$ cat src/vcsg_pkg.sv
// ----------------------------------------------------------------------------
// vcsg_pkg
// shared types and constants of the visual crypto share generator
// ----------------------------------------------------------------------------
package vcsg_pkg;

    // luma weights in units of 1/10000, threshold 127 scaled the same way
    localparam int unsigned LUMA_WEIGHT_RED   = 2126;
    localparam int unsigned LUMA_WEIGHT_GREEN = 7152;
    localparam int unsigned LUMA_WEIGHT_BLUE  = 722;
    localparam int unsigned LUMA_THRESHOLD    = 1270000;

    localparam int unsigned COLOR_W = 8;
    // 7152 * 255 needs 21 bits, the sum of three products 22 bits
    localparam int unsigned PROD_W  = 21;
    localparam int unsigned SUM_W   = 22;

    localparam int unsigned POS_W     = 2;
    localparam int unsigned PATTERN_W = 4;

    // basic scheme diagonals, bit set means white subpixel
    localparam logic [PATTERN_W-1:0] DIAG_MAIN  = 4'h9;
    localparam logic [PATTERN_W-1:0] DIAG_ANTI  = 4'h6;

    typedef enum logic {
        SCHEME_EXTENDED = 1'b0,
        SCHEME_BASIC    = 1'b1
    } t_scheme_mode;

    // load enables of the two luma stages
    typedef struct packed {
        logic adv_s1;
        logic adv_s2;
    } t_pipe_ctrl;

endpackage

$ cat src/vcsg_if.sv
// ----------------------------------------------------------------------------
// vcsg_if
// valid/ready channels for pixel items and share items
// ----------------------------------------------------------------------------
interface vcsg_pixel_if;
    logic       valid;
    logic       ready;
    logic [7:0] secret_red;
    logic [7:0] secret_green;
    logic [7:0] secret_blue;
    logic [7:0] cover_one_red;
    logic [7:0] cover_one_green;
    logic [7:0] cover_one_blue;
    logic [7:0] cover_two_red;
    logic [7:0] cover_two_green;
    logic [7:0] cover_two_blue;
    logic [1:0] random_first;
    logic [1:0] random_offset;
    logic [1:0] random_bits;

    modport source (
        output valid, secret_red, secret_green, secret_blue,
               cover_one_red, cover_one_green, cover_one_blue,
               cover_two_red, cover_two_green, cover_two_blue,
               random_first, random_offset, random_bits,
        input  ready
    );
    modport sink (
        input  valid, secret_red, secret_green, secret_blue,
               cover_one_red, cover_one_green, cover_one_blue,
               cover_two_red, cover_two_green, cover_two_blue,
               random_first, random_offset, random_bits,
        output ready
    );
endinterface

interface vcsg_share_if;
    logic       valid;
    logic       ready;
    logic [3:0] share_one_pattern;
    logic [3:0] share_two_pattern;
    logic       secret_is_black;
    logic       cover_one_is_black;
    logic       cover_two_is_black;

    modport source (
        output valid, share_one_pattern, share_two_pattern,
               secret_is_black, cover_one_is_black, cover_two_is_black,
        input  ready
    );
    modport sink (
        input  valid, share_one_pattern, share_two_pattern,
               secret_is_black, cover_one_is_black, cover_two_is_black,
        output ready
    );
endinterface

$ cat src/vcsg_luma.sv
// ----------------------------------------------------------------------------
// vcsg_luma
// two-stage luma threshold test of one rgb pixel
// ----------------------------------------------------------------------------
module vcsg_luma (
    input  logic                                i_clk,
    input  vcsg_pkg::t_pipe_ctrl                i_ctrl,
    input  logic [vcsg_pkg::COLOR_W-1:0]        i_red,
    input  logic [vcsg_pkg::COLOR_W-1:0]        i_green,
    input  logic [vcsg_pkg::COLOR_W-1:0]        i_blue,
    output logic                                o_black
);

    logic [vcsg_pkg::PROD_W-1:0] r_prod_red;
    logic [vcsg_pkg::PROD_W-1:0] r_prod_green;
    logic [vcsg_pkg::PROD_W-1:0] r_prod_blue;
    logic [vcsg_pkg::SUM_W-1:0]  n_sum;
    logic                        r_black;

    // stage 1: constant weight products
    always_ff @(posedge i_clk) begin
        if (i_ctrl.adv_s1) begin
            r_prod_red   <= vcsg_pkg::PROD_W'(i_red)
                            * vcsg_pkg::PROD_W'(vcsg_pkg::LUMA_WEIGHT_RED);
            r_prod_green <= vcsg_pkg::PROD_W'(i_green)
                            * vcsg_pkg::PROD_W'(vcsg_pkg::LUMA_WEIGHT_GREEN);
            r_prod_blue  <= vcsg_pkg::PROD_W'(i_blue)
                            * vcsg_pkg::PROD_W'(vcsg_pkg::LUMA_WEIGHT_BLUE);
        end
    end

    // stage 2: exact sum and compare
    assign n_sum = vcsg_pkg::SUM_W'(r_prod_red) + vcsg_pkg::SUM_W'(r_prod_green)
                 + vcsg_pkg::SUM_W'(r_prod_blue);

    always_ff @(posedge i_clk) begin
        if (i_ctrl.adv_s2) begin
            r_black <= (n_sum < vcsg_pkg::SUM_W'(vcsg_pkg::LUMA_THRESHOLD));
        end
    end

    assign o_black = r_black;

endmodule

$ cat src/visual_crypto_share_generator_unit.sv
// ----------------------------------------------------------------------------
// visual_crypto_share_generator_unit
// 2-of-2 visual cryptography share generator, when the output does not stall one pixel item per cycle
// ----------------------------------------------------------------------------
// Each item carries one rgb pixel of the secret and of two cover images plus
// random choices; each result carries two 2x2 share blocks (bit set = white
// subpixel) and the three black flags. A pixel is black when
// 2126r + 7152g + 722b < 1270000. The block takes a new item every cycle while
// the output is not stalled. Stage 1 forms the weight products at the edge
// that accepts the item, stage 2 sums and compares, and stage 3 builds the
// share patterns into the output register. Each stage holds its own valid
// bit and moves on whenever the stage after it is empty or moving, so a stall
// on the output fills the empty stages first and then holds the input off;
// nothing is dropped or repeated. scheme_mode (0 extended with covers, 1 basic)
// is written through i_cfg_wr_en / i_cfg_wr_data; the user must write it only
// while no item is in flight, which the block itself does not enforce.
// There are no memories and no clearing pass after reset.
// ----------------------------------------------------------------------------
module visual_crypto_share_generator_unit (
    input  logic                    i_clk,
    input  logic                    i_rst_n,
    input  logic                    i_cfg_wr_en,
    input  logic                    i_cfg_wr_data,
    vcsg_pixel_if.sink              i_pix,
    vcsg_share_if.source            o_share
);

    // pipeline valid bits, stage 3 is the output register
    logic r_v1;
    logic r_v2;
    logic r_v3;

    // stage advance enables
    logic adv1;
    logic adv2;
    logic adv3;

    vcsg_pkg::t_pipe_ctrl   luma_ctrl;
    vcsg_pkg::t_scheme_mode r_scheme_mode;

    // random choices travel alongside the luma stages
    logic [vcsg_pkg::POS_W-1:0] r_s1_first;
    logic [vcsg_pkg::POS_W-1:0] r_s1_offset;
    logic [1:0]                 r_s1_bits;
    logic [vcsg_pkg::POS_W-1:0] r_s2_first;
    logic [vcsg_pkg::POS_W-1:0] r_s2_offset;
    logic [1:0]                 r_s2_bits;

    // black flags out of stage 2
    logic s2_secret_black;
    logic s2_cover_one_black;
    logic s2_cover_two_black;

    // output register
    logic [vcsg_pkg::PATTERN_W-1:0] r_o_share_one;
    logic [vcsg_pkg::PATTERN_W-1:0] r_o_share_two;
    logic                           r_o_secret_black;
    logic                           r_o_cover_one_black;
    logic                           r_o_cover_two_black;

    // stage 3 pattern logic
    logic [vcsg_pkg::POS_W-1:0]     offset_fix;
    logic [vcsg_pkg::POS_W-1:0]     pos_q;
    logic [vcsg_pkg::PATTERN_W-1:0] mask_p;
    logic [vcsg_pkg::PATTERN_W-1:0] mask_q;
    logic [vcsg_pkg::PATTERN_W-1:0] mask_rest;
    logic [vcsg_pkg::PATTERN_W-1:0] rest_lo;
    logic [vcsg_pkg::PATTERN_W-1:0] rest_hi;
    logic [vcsg_pkg::PATTERN_W-1:0] diag;
    logic [vcsg_pkg::PATTERN_W-1:0] n_share_one;
    logic [vcsg_pkg::PATTERN_W-1:0] n_share_two;

    // ---------------------------------------------------------------- control
    // a stage loads when it is empty or its contents move on this cycle
    assign adv3 = !r_v3 || o_share.ready;
    assign adv2 = !r_v2 || adv3;
    assign adv1 = !r_v1 || adv2;

    assign i_pix.ready      = adv1;
    assign luma_ctrl.adv_s1 = adv1;
    assign luma_ctrl.adv_s2 = adv2;

    always_ff @(posedge i_clk) begin
        if (!i_rst_n) begin
            r_v1 <= 1'b0;
            r_v2 <= 1'b0;
            r_v3 <= 1'b0;
        end else begin
            if (adv1) r_v1 <= i_pix.valid;
            if (adv2) r_v2 <= r_v1;
            if (adv3) r_v3 <= r_v2;
        end
    end

    // scheme register
    always_ff @(posedge i_clk) begin
        if (!i_rst_n) begin
            r_scheme_mode <= vcsg_pkg::SCHEME_EXTENDED;
        end else if (i_cfg_wr_en) begin
            r_scheme_mode <= vcsg_pkg::t_scheme_mode'(i_cfg_wr_data);
        end
    end

    // ------------------------------------------------------ stages 1 and 2
    vcsg_luma u_luma_secret (
        .i_clk   (i_clk),
        .i_ctrl  (luma_ctrl),
        .i_red   (i_pix.secret_red),
        .i_green (i_pix.secret_green),
        .i_blue  (i_pix.secret_blue),
        .o_black (s2_secret_black)
    );

    vcsg_luma u_luma_cover_one (
        .i_clk   (i_clk),
        .i_ctrl  (luma_ctrl),
        .i_red   (i_pix.cover_one_red),
        .i_green (i_pix.cover_one_green),
        .i_blue  (i_pix.cover_one_blue),
        .o_black (s2_cover_one_black)
    );

    vcsg_luma u_luma_cover_two (
        .i_clk   (i_clk),
        .i_ctrl  (luma_ctrl),
        .i_red   (i_pix.cover_two_red),
        .i_green (i_pix.cover_two_green),
        .i_blue  (i_pix.cover_two_blue),
        .o_black (s2_cover_two_black)
    );

    always_ff @(posedge i_clk) begin
        if (adv1) begin
            r_s1_first  <= i_pix.random_first;
            r_s1_offset <= i_pix.random_offset;
            r_s1_bits   <= i_pix.random_bits;
        end
        if (adv2) begin
            r_s2_first  <= r_s1_first;
            r_s2_offset <= r_s1_offset;
            r_s2_bits   <= r_s1_bits;
        end
    end

    // ---------------------------------------------------------------- stage 3
    // zero offset is taken as one so that q never equals p
    assign offset_fix = (r_s2_offset == '0) ? vcsg_pkg::POS_W'(1) : r_s2_offset;
    assign pos_q      = r_s2_first + offset_fix;
    assign mask_p     = vcsg_pkg::PATTERN_W'(1) << r_s2_first;
    assign mask_q     = vcsg_pkg::PATTERN_W'(1) << pos_q;
    assign mask_rest  = ~(mask_p | mask_q);
    // lowest and highest of the two positions outside {p,q}
    assign rest_lo    = mask_rest & (~mask_rest + vcsg_pkg::PATTERN_W'(1));
    assign rest_hi    = mask_rest & ~rest_lo;
    assign diag       = r_s2_bits[0] ? vcsg_pkg::DIAG_ANTI : vcsg_pkg::DIAG_MAIN;

    always_comb begin
        n_share_one = diag;
        n_share_two = diag;
        unique case (r_scheme_mode)
            vcsg_pkg::SCHEME_BASIC: begin
                // black secret gets complementary diagonals, white identical
                n_share_one = diag;
                n_share_two = s2_secret_black ? ~diag : diag;
            end
            vcsg_pkg::SCHEME_EXTENDED: begin
                if (s2_secret_black) begin
                    priority if (s2_cover_one_black && s2_cover_two_black) begin
                        n_share_one = mask_p;
                        n_share_two = mask_q;
                    end else if (s2_cover_one_black) begin
                        n_share_one = mask_p;
                        n_share_two = mask_rest;
                    end else if (s2_cover_two_black) begin
                        n_share_one = mask_rest;
                        n_share_two = mask_p;
                    end else begin
                        n_share_one = mask_p | mask_q;
                        n_share_two = mask_rest;
                    end
                end else begin
                    priority if (s2_cover_one_black && s2_cover_two_black) begin
                        n_share_one = mask_p;
                        n_share_two = mask_p;
                    end else if (s2_cover_one_black) begin
                        n_share_one = mask_p;
                        n_share_two = mask_p | mask_q;
                    end else if (s2_cover_two_black) begin
                        n_share_one = mask_p | mask_q;
                        n_share_two = mask_p;
                    end else begin
                        // one position outside {p,q} plus p or q
                        n_share_one = mask_p | mask_q;
                        n_share_two = (r_s2_bits[1] ? rest_hi : rest_lo)
                                    | (r_s2_bits[0] ? mask_q : mask_p);
                    end
                end
            end
            default: begin
                n_share_one = diag;
                n_share_two = diag;
            end
        endcase
    end

    always_ff @(posedge i_clk) begin
        if (adv3) begin
            r_o_share_one       <= n_share_one;
            r_o_share_two       <= n_share_two;
            r_o_secret_black    <= s2_secret_black;
            r_o_cover_one_black <= s2_cover_one_black;
            r_o_cover_two_black <= s2_cover_two_black;
        end
    end

    assign o_share.valid              = r_v3;
    assign o_share.share_one_pattern  = r_o_share_one;
    assign o_share.share_two_pattern  = r_o_share_two;
    assign o_share.secret_is_black    = r_o_secret_black;
    assign o_share.cover_one_is_black = r_o_cover_one_black;
    assign o_share.cover_two_is_black = r_o_cover_two_black;

`ifndef SYNTHESIS
    // stacking the shares hides every subpixel exactly when the secret is black
    a_stack_reveals: assert property (@(posedge i_clk) disable iff (!i_rst_n)
        r_v3 |-> (((r_o_share_one & r_o_share_two) == '0) == r_o_secret_black))
        else $error("stacked shares disagree with secret flag");

    // every share block shows one or two white subpixels
    a_share_weight: assert property (@(posedge i_clk) disable iff (!i_rst_n)
        r_v3 |-> (($countones(r_o_share_one) == 1 || $countones(r_o_share_one) == 2)
              && ($countones(r_o_share_two) == 1 || $countones(r_o_share_two) == 2)))
        else $error("share block white count out of range");

    // an accepted item always lands in stage 1
    a_accept_fills: assert property (@(posedge i_clk) disable iff (!i_rst_n)
        (i_pix.valid && i_pix.ready) |=> r_v1)
        else $error("accepted item lost at stage 1");

    // input is held off only when every stage is occupied
    a_ready_full: assert property (@(posedge i_clk) disable iff (!i_rst_n)
        !i_pix.ready |-> (r_v1 && r_v2 && r_v3))
        else $error("input stalled with an empty stage");
`endif

endmodule
$ cat src/flat_wrapper.sv
// flat-port wrapper written by rule: the top's interface ports become plain ports
module visual_crypto_share_generator_unit_flat 
  (i_clk, i_rst_n, i_cfg_wr_en, i_cfg_wr_data, i_pix_valid, i_pix_secret_red, i_pix_secret_green, i_pix_secret_blue, i_pix_cover_one_red, i_pix_cover_one_green, i_pix_cover_one_blue, i_pix_cover_two_red, i_pix_cover_two_green, i_pix_cover_two_blue, i_pix_random_first, i_pix_random_offset, i_pix_random_bits, i_pix_ready, o_share_valid, o_share_share_one_pattern, o_share_share_two_pattern, o_share_secret_is_black, o_share_cover_one_is_black, o_share_cover_two_is_black, o_share_ready);
  vcsg_pixel_if i_pix_i ();
  vcsg_share_if o_share_i ();
  input  logic i_clk;
  input  logic i_rst_n;
  input  logic i_cfg_wr_en;
  input  logic i_cfg_wr_data;
  input wire logic [$bits(i_pix_i.valid)-1:0] i_pix_valid;
  input wire logic [$bits(i_pix_i.secret_red)-1:0] i_pix_secret_red;
  input wire logic [$bits(i_pix_i.secret_green)-1:0] i_pix_secret_green;
  input wire logic [$bits(i_pix_i.secret_blue)-1:0] i_pix_secret_blue;
  input wire logic [$bits(i_pix_i.cover_one_red)-1:0] i_pix_cover_one_red;
  input wire logic [$bits(i_pix_i.cover_one_green)-1:0] i_pix_cover_one_green;
  input wire logic [$bits(i_pix_i.cover_one_blue)-1:0] i_pix_cover_one_blue;
  input wire logic [$bits(i_pix_i.cover_two_red)-1:0] i_pix_cover_two_red;
  input wire logic [$bits(i_pix_i.cover_two_green)-1:0] i_pix_cover_two_green;
  input wire logic [$bits(i_pix_i.cover_two_blue)-1:0] i_pix_cover_two_blue;
  input wire logic [$bits(i_pix_i.random_first)-1:0] i_pix_random_first;
  input wire logic [$bits(i_pix_i.random_offset)-1:0] i_pix_random_offset;
  input wire logic [$bits(i_pix_i.random_bits)-1:0] i_pix_random_bits;
  output wire logic [$bits(i_pix_i.ready)-1:0] i_pix_ready;
  output wire logic [$bits(o_share_i.valid)-1:0] o_share_valid;
  output wire logic [$bits(o_share_i.share_one_pattern)-1:0] o_share_share_one_pattern;
  output wire logic [$bits(o_share_i.share_two_pattern)-1:0] o_share_share_two_pattern;
  output wire logic [$bits(o_share_i.secret_is_black)-1:0] o_share_secret_is_black;
  output wire logic [$bits(o_share_i.cover_one_is_black)-1:0] o_share_cover_one_is_black;
  output wire logic [$bits(o_share_i.cover_two_is_black)-1:0] o_share_cover_two_is_black;
  input wire logic [$bits(o_share_i.ready)-1:0] o_share_ready;
  assign i_pix_i.valid = i_pix_valid;
  assign i_pix_i.secret_red = i_pix_secret_red;
  assign i_pix_i.secret_green = i_pix_secret_green;
  assign i_pix_i.secret_blue = i_pix_secret_blue;
  assign i_pix_i.cover_one_red = i_pix_cover_one_red;
  assign i_pix_i.cover_one_green = i_pix_cover_one_green;
  assign i_pix_i.cover_one_blue = i_pix_cover_one_blue;
  assign i_pix_i.cover_two_red = i_pix_cover_two_red;
  assign i_pix_i.cover_two_green = i_pix_cover_two_green;
  assign i_pix_i.cover_two_blue = i_pix_cover_two_blue;
  assign i_pix_i.random_first = i_pix_random_first;
  assign i_pix_i.random_offset = i_pix_random_offset;
  assign i_pix_i.random_bits = i_pix_random_bits;
  assign i_pix_ready = i_pix_i.ready;
  assign o_share_valid = o_share_i.valid;
  assign o_share_share_one_pattern = o_share_i.share_one_pattern;
  assign o_share_share_two_pattern = o_share_i.share_two_pattern;
  assign o_share_secret_is_black = o_share_i.secret_is_black;
  assign o_share_cover_one_is_black = o_share_i.cover_one_is_black;
  assign o_share_cover_two_is_black = o_share_i.cover_two_is_black;
  assign o_share_i.ready = o_share_ready;
  visual_crypto_share_generator_unit u_core (.i_clk(i_clk), .i_rst_n(i_rst_n), .i_cfg_wr_en(i_cfg_wr_en), .i_cfg_wr_data(i_cfg_wr_data), .i_pix(i_pix_i), .o_share(o_share_i));
endmodule
$ cat config.mk
export PLATFORM = sky130hd
export DESIGN_NAME = visual_crypto_share_generator_unit_flat
export DESIGN_NICKNAME = d
export VERILOG_FILES = /design/src/vcsg_pkg.sv /design/src/vcsg_if.sv /design/src/vcsg_luma.sv /design/src/visual_crypto_share_generator_unit.sv /design/src/flat_wrapper.sv
export SDC_FILE = /design/constraint.sdc
export NUM_CORES = 1
export LEC_CHECK = 0
export BUFFER_PORTS_ARGS = -buffer_cell sky130_fd_sc_hd__buf_2
export CORE_MARGIN = 3
export CORE_UTILIZATION = 30
export DETAILED_ROUTE_END_ITERATION = 7
export SETUP_SLACK_MARGIN = 0.5
export SLEW_MARGIN = 40
export SYNTH_ARGS = -nofsm -noshare
export SYNTH_HDL_FRONTEND = slang
export SYNTH_SLANG_ARGS = --single-unit
$ cat constraint.sdc
create_clock -name i_clk -period 17.6 [get_ports i_clk]
set_input_delay 1.76 -clock i_clk [delete_from_list [all_inputs] [get_ports i_clk]]
set_output_delay 1.76 -clock i_clk [all_outputs]
set_load 0.01 [all_outputs]
==> qor.txt, run 1 <==
Final Core Density -> 33.65%
Non-Filler Instances -> 3004
syn_nets -> 2671
maximum VDD drop -> 0.0001036 V
Synth area leader -> edfxtp_1
diode count -> 0
Synth warnings -> 0
Post-Syn Instances -> 1957
CTS tree -> built
via count -> 13630
Seq cells post-synth -> 189
number of flops mapped to enable cells by yosys -> 185
first-pass GRT wire length -> 70.62 mm
vias per inst -> 4.537
GP Congestion -> 0.8100
crit path capture type -> flop
Cells after DPL -> 2974
hold depth -> 0
fin area -> 23280 um^2
ranking of synthesized cells by area -> edfxtp_1, ha_1, fa_1
die area -> 73590 um^2
TritonCTS Buffers -> 17
reg-to-reg startpoint -> u_core.u_luma_secret.r_prod_red[6]
reg2reg setup slack -> 13970 ps
Pre-antenna DRT Iters -> 5
vias in the first global route -> 14590
core area -> 69190 um^2
Endpoint, Worst Hold -> u_core.r_s2_offset[0]
drt total wl -> 40.69 mm
run status -> complete, no violations
Crit Path Max Fanout -> 4
Buffers on Ports -> 96
final setup fails -> 0
CTS sink count -> 189
Max Fclk -> 0.1721 GHz
fillers -> 6987
final hold viol count -> 0
distinct cell type count after synthesis -> 82
post-cts sizing count -> 0
H-tree levels -> 4
Iter 0 DRT Violations -> 464
Initial Util -> 30.51%
async set-reset flop share out of synthesis -> 0%
worst skew pair latency -> 470 ps
MaxCap Viol Count -> 0
sequential area share after synthesis -> 26.70%
Period minus WS final -> 5809 ps
num rows -> 96
# nets final -> 2776
Final ANT Viol Nets -> 0
Clock Tree Buf Depth -> 2
Post-CTS Setup Repair Bufs -> 0
Mapped Area -> 21110 um^2
hold_sp -> u_core.r_s1_offset[0]
FF-to-FF End -> u_core.u_luma_secret.o_black
Area Growth Syn to Fin -> 10.30%
Power Density -> 169.9 nW/um^2
setup TNS -> 0 ps
HPWL after DPL -> 34.47 mm
Clock transition at path regs -> 70 ps
die width -> 271.3 um
initial antenna violation count -> 1
crit path DAT -> 6030 ps
path category of the worst min-delay check -> reg -> reg
Post-CTS Hold Fix Bufs -> 0
Slew @ Worst Pin -> 782.1 ps
GR Overflow Total -> 0
Avg Cell Area, Syn -> 10.79 um^2
top cells by count, synth -> ha_1, inv_1, fa_1
placed cell area -> 22740 um^2
Tot GR Track Use -> 11.72%
DR DRC count -> 0
Max Slew Vio Count -> 0
P_leak -> 11.38 nW
most numerous cell in the Yosys netlist -> ha_1
# IOs -> 97
WS Path Type -> in -> reg
Slew headroom -> 47.86%
clock skew -> 9.096 ps
pin count of the biggest net entering global routing -> 62
Worst EP required -> 17820 ps
r2r worst-path depth -> 11
RSZ-0062 raised after global routing -> false
routed wire length per instance -> 13.54 um
Root Driver -> clkbuf_16
Startpoint Class -> input pin
ratio of cells with drive above 1 in the final layout -> 6.995%
Synth top area share -> 26.32%
chip height -> 271.3 um
Synth Flop Type -> edfxtp_1
Final period util -> 33.01%
total power -> 3.956 mW
per-layer routing:
layer | up-vias | part of all wire [%] | track usage (%)
li1 | 6890 | - | -
met1 | 6538 | 48 | 15.37
met2 | 165 | 48 | 20.06
met3 | 35 | 2.6 | 1.856
met4 | 0 | 1.4 | 3.149
met5 | - | 0 | 0
where the power goes:
part           leakage (nW)  internal (mW)  switching [mW]
Sequential             2.00          0.753           0.117
Combinational          9.12           1.26            1.46
Clock                 0.263          0.183           0.188
kinds of logic after synthesis:
group | Yosys count | share of synthesized area, %
adder cells (fa/ha/maj) | 631 | 44.08
buffers and inverters | 407 | 7.237
AO/OA/AOI/OAI | 308 | 9.744
AND/OR/NAND/NOR | 283 | 6.431
flip-flops | 189 | 26.70
XOR/XNOR | 132 | 5.477
multiplexers | 7 | 0.3378
worst max-delay path, stage by stage:
cell	delay [ps]
buf_2	140
fa_1	680
inv_1	100
fa_1	520
inv_1	60
fa_1	560
fa_1	430
ha_1	330
a21oi_1	210
o21ai_1	120
a41o_1	280
o41ai_1	430
o21bai_1	120
a21oi_1	210
xnor2_1	90
per-stage QoR:
stage          hold slack [ps]  setup WS [ps]
2_1_floorplan            400.3          10030
3_3_place_gp             411.1          11410
3_5_place_dp             411.7          11320
4_1_cts                  422.5          11830
5_1_grt                  428.9          11580
6_report                 416.3          11790
cell type report:
type	instances	area (um^2)	area share (%)
sequential	189	5635	24.20
multi-input combinational	1361	13960	59.95
inverter	395	1483	6.368
timing repair buffer	98	499.2	2.144
clock buffer	17	425.4	1.827
tap	931	1165	5.003
clock inverter	13	116.4	0.4998
sequential cells by signal, indices dropped and copies added, names as in the netlist, 4 cells and up:
name,count
u_core.u_luma_cover_two.r_prod_green,17
u_core.u_luma_secret.r_prod_green,17
u_core.u_luma_cover_two.r_prod_red,19
u_core.u_luma_cover_one.r_prod_red,19
u_core.o_share.share_two_pattern,4
u_core.u_luma_cover_one.r_prod_blue,17
u_core.u_luma_secret.r_prod_blue,17
u_core.u_luma_secret.r_prod_red,19
u_core.u_luma_cover_two.r_prod_blue,17
u_core.o_share.share_one_pattern,4
u_core.u_luma_cover_one.r_prod_green,17
worst max path at each step:
stage                                   startpoint                                  endpoint  slack (ps)  depth (start not counted)
after detailed placement     i_pix_secret_green[5]     u_core.u_luma_secret.r_prod_green[20]       11320                         17
after global routing      i_pix_cover_one_green[5]  u_core.u_luma_cover_one.r_prod_green[20]       11580                         15
after CTS                 i_pix_cover_one_green[5]  u_core.u_luma_cover_one.r_prod_green[20]       11830                         15
after global placement    i_pix_cover_one_green[5]  u_core.u_luma_cover_one.r_prod_green[20]       11410                         15
final                     i_pix_cover_one_green[5]  u_core.u_luma_cover_one.r_prod_green[20]       11790                         15
after floorplan                      o_share_ready                       u_core.r_s1_bits[0]       10030                          2
layout by cell type, fill, tap and decap left out, types with 24 or more instances in the layout:
cell,instances
a21o_1,27
nor2_1,87
inv_1,395
buf_2,96
nand2_1,66
nor2b_1,26
o21ai_0,47
xnor2_1,94
nor3_1,24
fa_1,188
xor2_1,38
ha_1,442
edfxtp_1,185
a21oi_1,80
No activity file was read; power rests on OpenSTA's default activity.
==> inputs of run 2 (changes only) <==
clock period = 4.9 ns   (was 17.6 ns; I/O delays follow)
==> qor.txt, run 2 (synthesis gave the netlist of run 1 again) <==
P_leak -> 11.46 nW
maximum VDD drop -> 0.0003904 V
crit path capture type -> flop
setup TNS -> 0 ps
GR Overflow Total -> 0
clock skew -> 13.15 ps
Worst EP required -> 5130 ps
CP peak stage delay -> 610 ps
CP delay by family, top -> adder cells
core area -> 69190 um^2
Power Density -> 616.0 nW/um^2
worst skew pair latency -> 490 ps
switch share -> 44.40%
drt total wl -> 41.09 mm
r2r worst-path depth -> 11
GRT Max-Usage Layer -> met2
die width -> 271.3 um
Clk pwr share -> 10.3%
final setup fails -> 0
Max Slew Vio Count -> 0
Tot GR Track Use -> 11.87%
Final period util -> 85.54%
multi-input logic area -> 14020 um^2
Buffers on Ports -> 96
Slew @ Worst Pin -> 771.6 ps
run status -> complete, no violations
slowest cell on the critical path -> fa_2
HPWL after DPL -> 34.72 mm
DR DRC count -> 0
Post-CTS Hold Fix Bufs -> 0
commonest non-fill, non-tap cells in the layout -> ha_1, inv_1, edfxtp_1
fillers -> 7008
reg2reg setup slack -> 1310 ps
met3 GRT Util -> 2.148%
vias in the first global route -> 14760
Max Fclk -> 0.2386 GHz
WS Path Type -> in -> reg
diode count -> 0
Reg power frac -> 21.7%
vias per inst -> 4.561
CTS sink count -> 189
hold depth -> 1
RSZ-0062 raised after global routing -> false
Final ANT Viol Nets -> 0
final hold viol count -> 0
CTS tree -> built
H-tree levels -> 4
met2 Use GR -> 20.19%
crit path DAT -> 4420 ps
pin count of the biggest net entering global routing -> 87
Int Power -> 8.038 mW
Area Growth Syn to Fin -> 11.16%
path category of the worst min-delay check -> in -> reg
Crit Path Max Fanout -> 4
met1 Use GR -> 15.41%
most frequent CP cell -> inv_1
chip height -> 271.3 um
# IOs -> 97
CP Depth -> 18
Iter 0 DRT Violations -> 604
TritonCTS Buffers -> 17
Period minus WS final -> 4191 ps
num rows -> 96
register area -> 5635 um^2
Net Sw Power -> 6.417 mW
Pre-antenna DRT Iters -> 5
hold_ws -> 217.7 ps
Clock transition at path regs -> 80 ps
GP Congestion -> 0.8352
Slew headroom -> 48.56%
Comb pwr share -> 68.0%
crit path buf inv count -> 5
MaxCap Viol Count -> 0
via count -> 13730
Root Driver -> clkbuf_16
biggest regs -> u_core.u_luma_cover_one.r_prod_red (19), u_core.u_luma_cover_two.r_prod_red (19), u_core.u_luma_secret.r_prod_red (19)
first-pass GRT wire length -> 70.97 mm
Startpoint Class -> input pin
Initial Util -> 30.51%
commonest non-fill, non-tap cell in the layout -> ha_1
routed wire length per instance -> 13.65 um
Clock Tree Buf Depth -> 2
initial antenna violation count -> 1
ratio of cells with drive above 1 in the final layout -> 7.792%
Endpoint, Worst Hold -> u_core.r_s1_bits[0]
# nets final -> 2780
cell chain of the critical path -> buf_2, fa_2, inv_1, fa_1, inv_1, fa_1, inv_1, fa_1, inv_1, ha_4, a21boi_0, o21ai_1, nand2_1, a21o_1, nand2_1, a21oi_1, o41ai_2, xnor2_1
reg-to-reg startpoint -> u_core.u_luma_secret.r_prod_green[6]
die area -> 73590 um^2
FF-to-FF End -> u_core.u_luma_secret.o_black
hold_sp -> i_pix_random_bits[0]
[run 2: cell types whose count changed in the layout (fill, tap and decap cells not counted), moves of 3 or more]
cell	change
buf_4	+3
fa_1	-4
fa_2	+4
inv_6	-3
inv_8	+4
o41ai_1	-3
[run 2: final cells by class]
cell class	count	share of cell area (%)
multi-input cells	1361	59.76
flip-flops and latches	189	24.01
well taps	931	4.964
clock inverters	15	0.8478
inverters	395	6.318
clock buffers	17	1.813
repair buffers	102	2.282
[run 2: layer usage]
metal | share of wire [%] | vias to the layer above | wire (um)
met5 | 0 | - | 0
met4 | 1.6 | 0 | 654
met3 | 3.0 | 41 | 1214
met2 | 48 | 190 | 19690
met1 | 48 | 6603 | 19530
li1 | - | 6895 | -
[run 2: worst max-delay path by stage]
stage                                   from                                        to  slack (ps)
finish                 i_pix_secret_green[6]     u_core.u_luma_secret.r_prod_green[19]         710
global route           i_pix_secret_green[2]     u_core.u_luma_secret.r_prod_green[19]         480
CTS                    i_pix_secret_green[2]     u_core.u_luma_secret.r_prod_green[20]         650
global placement    i_pix_cover_one_green[5]  u_core.u_luma_cover_one.r_prod_green[20]         170
detailed placement     i_pix_secret_green[2]     u_core.u_luma_secret.r_prod_green[20]         100
floorplan           i_pix_cover_two_green[5]  u_core.u_luma_cover_two.r_prod_green[20]         500
[run 2: metrics by stage]
stage / setup WS, ps / instance area (um^2) / power [mW] / utilization (%) / instances
2_1_floorplan: 500.7 / 21140 / 10.89 / - / 1957
3_3_place_gp: 165.9 / 22760 / 12.63 / 32.89 / 2974
3_5_place_dp: 103.9 / 22770 / 12.92 / 32.90 / 2974
4_1_cts: 652.5 / 23390 / 14.56 / 33.81 / 3006
5_1_grt: 484.1 / 23470 / 16.18 / 33.92 / 3010
6_report: 708.6 / 23470 / 14.46 / 33.92 / 3010
[run 2: what timing repair did]
item,CTS,global route
setup endpoints to repair,0,5
gates resized for setup,0,8
setup buffers,0,4
[run 2: power by group through the flow]
stage	combinational, mW	sequential, mW	clock [mW]
after global placement	9.44	3.19	0
after detailed placement	9.73	3.20	0
after floorplan	7.91	2.98	0
after global routing	11.4	3.22	1.61
final	9.83	3.14	1.48
after CTS	9.84	3.17	1.55
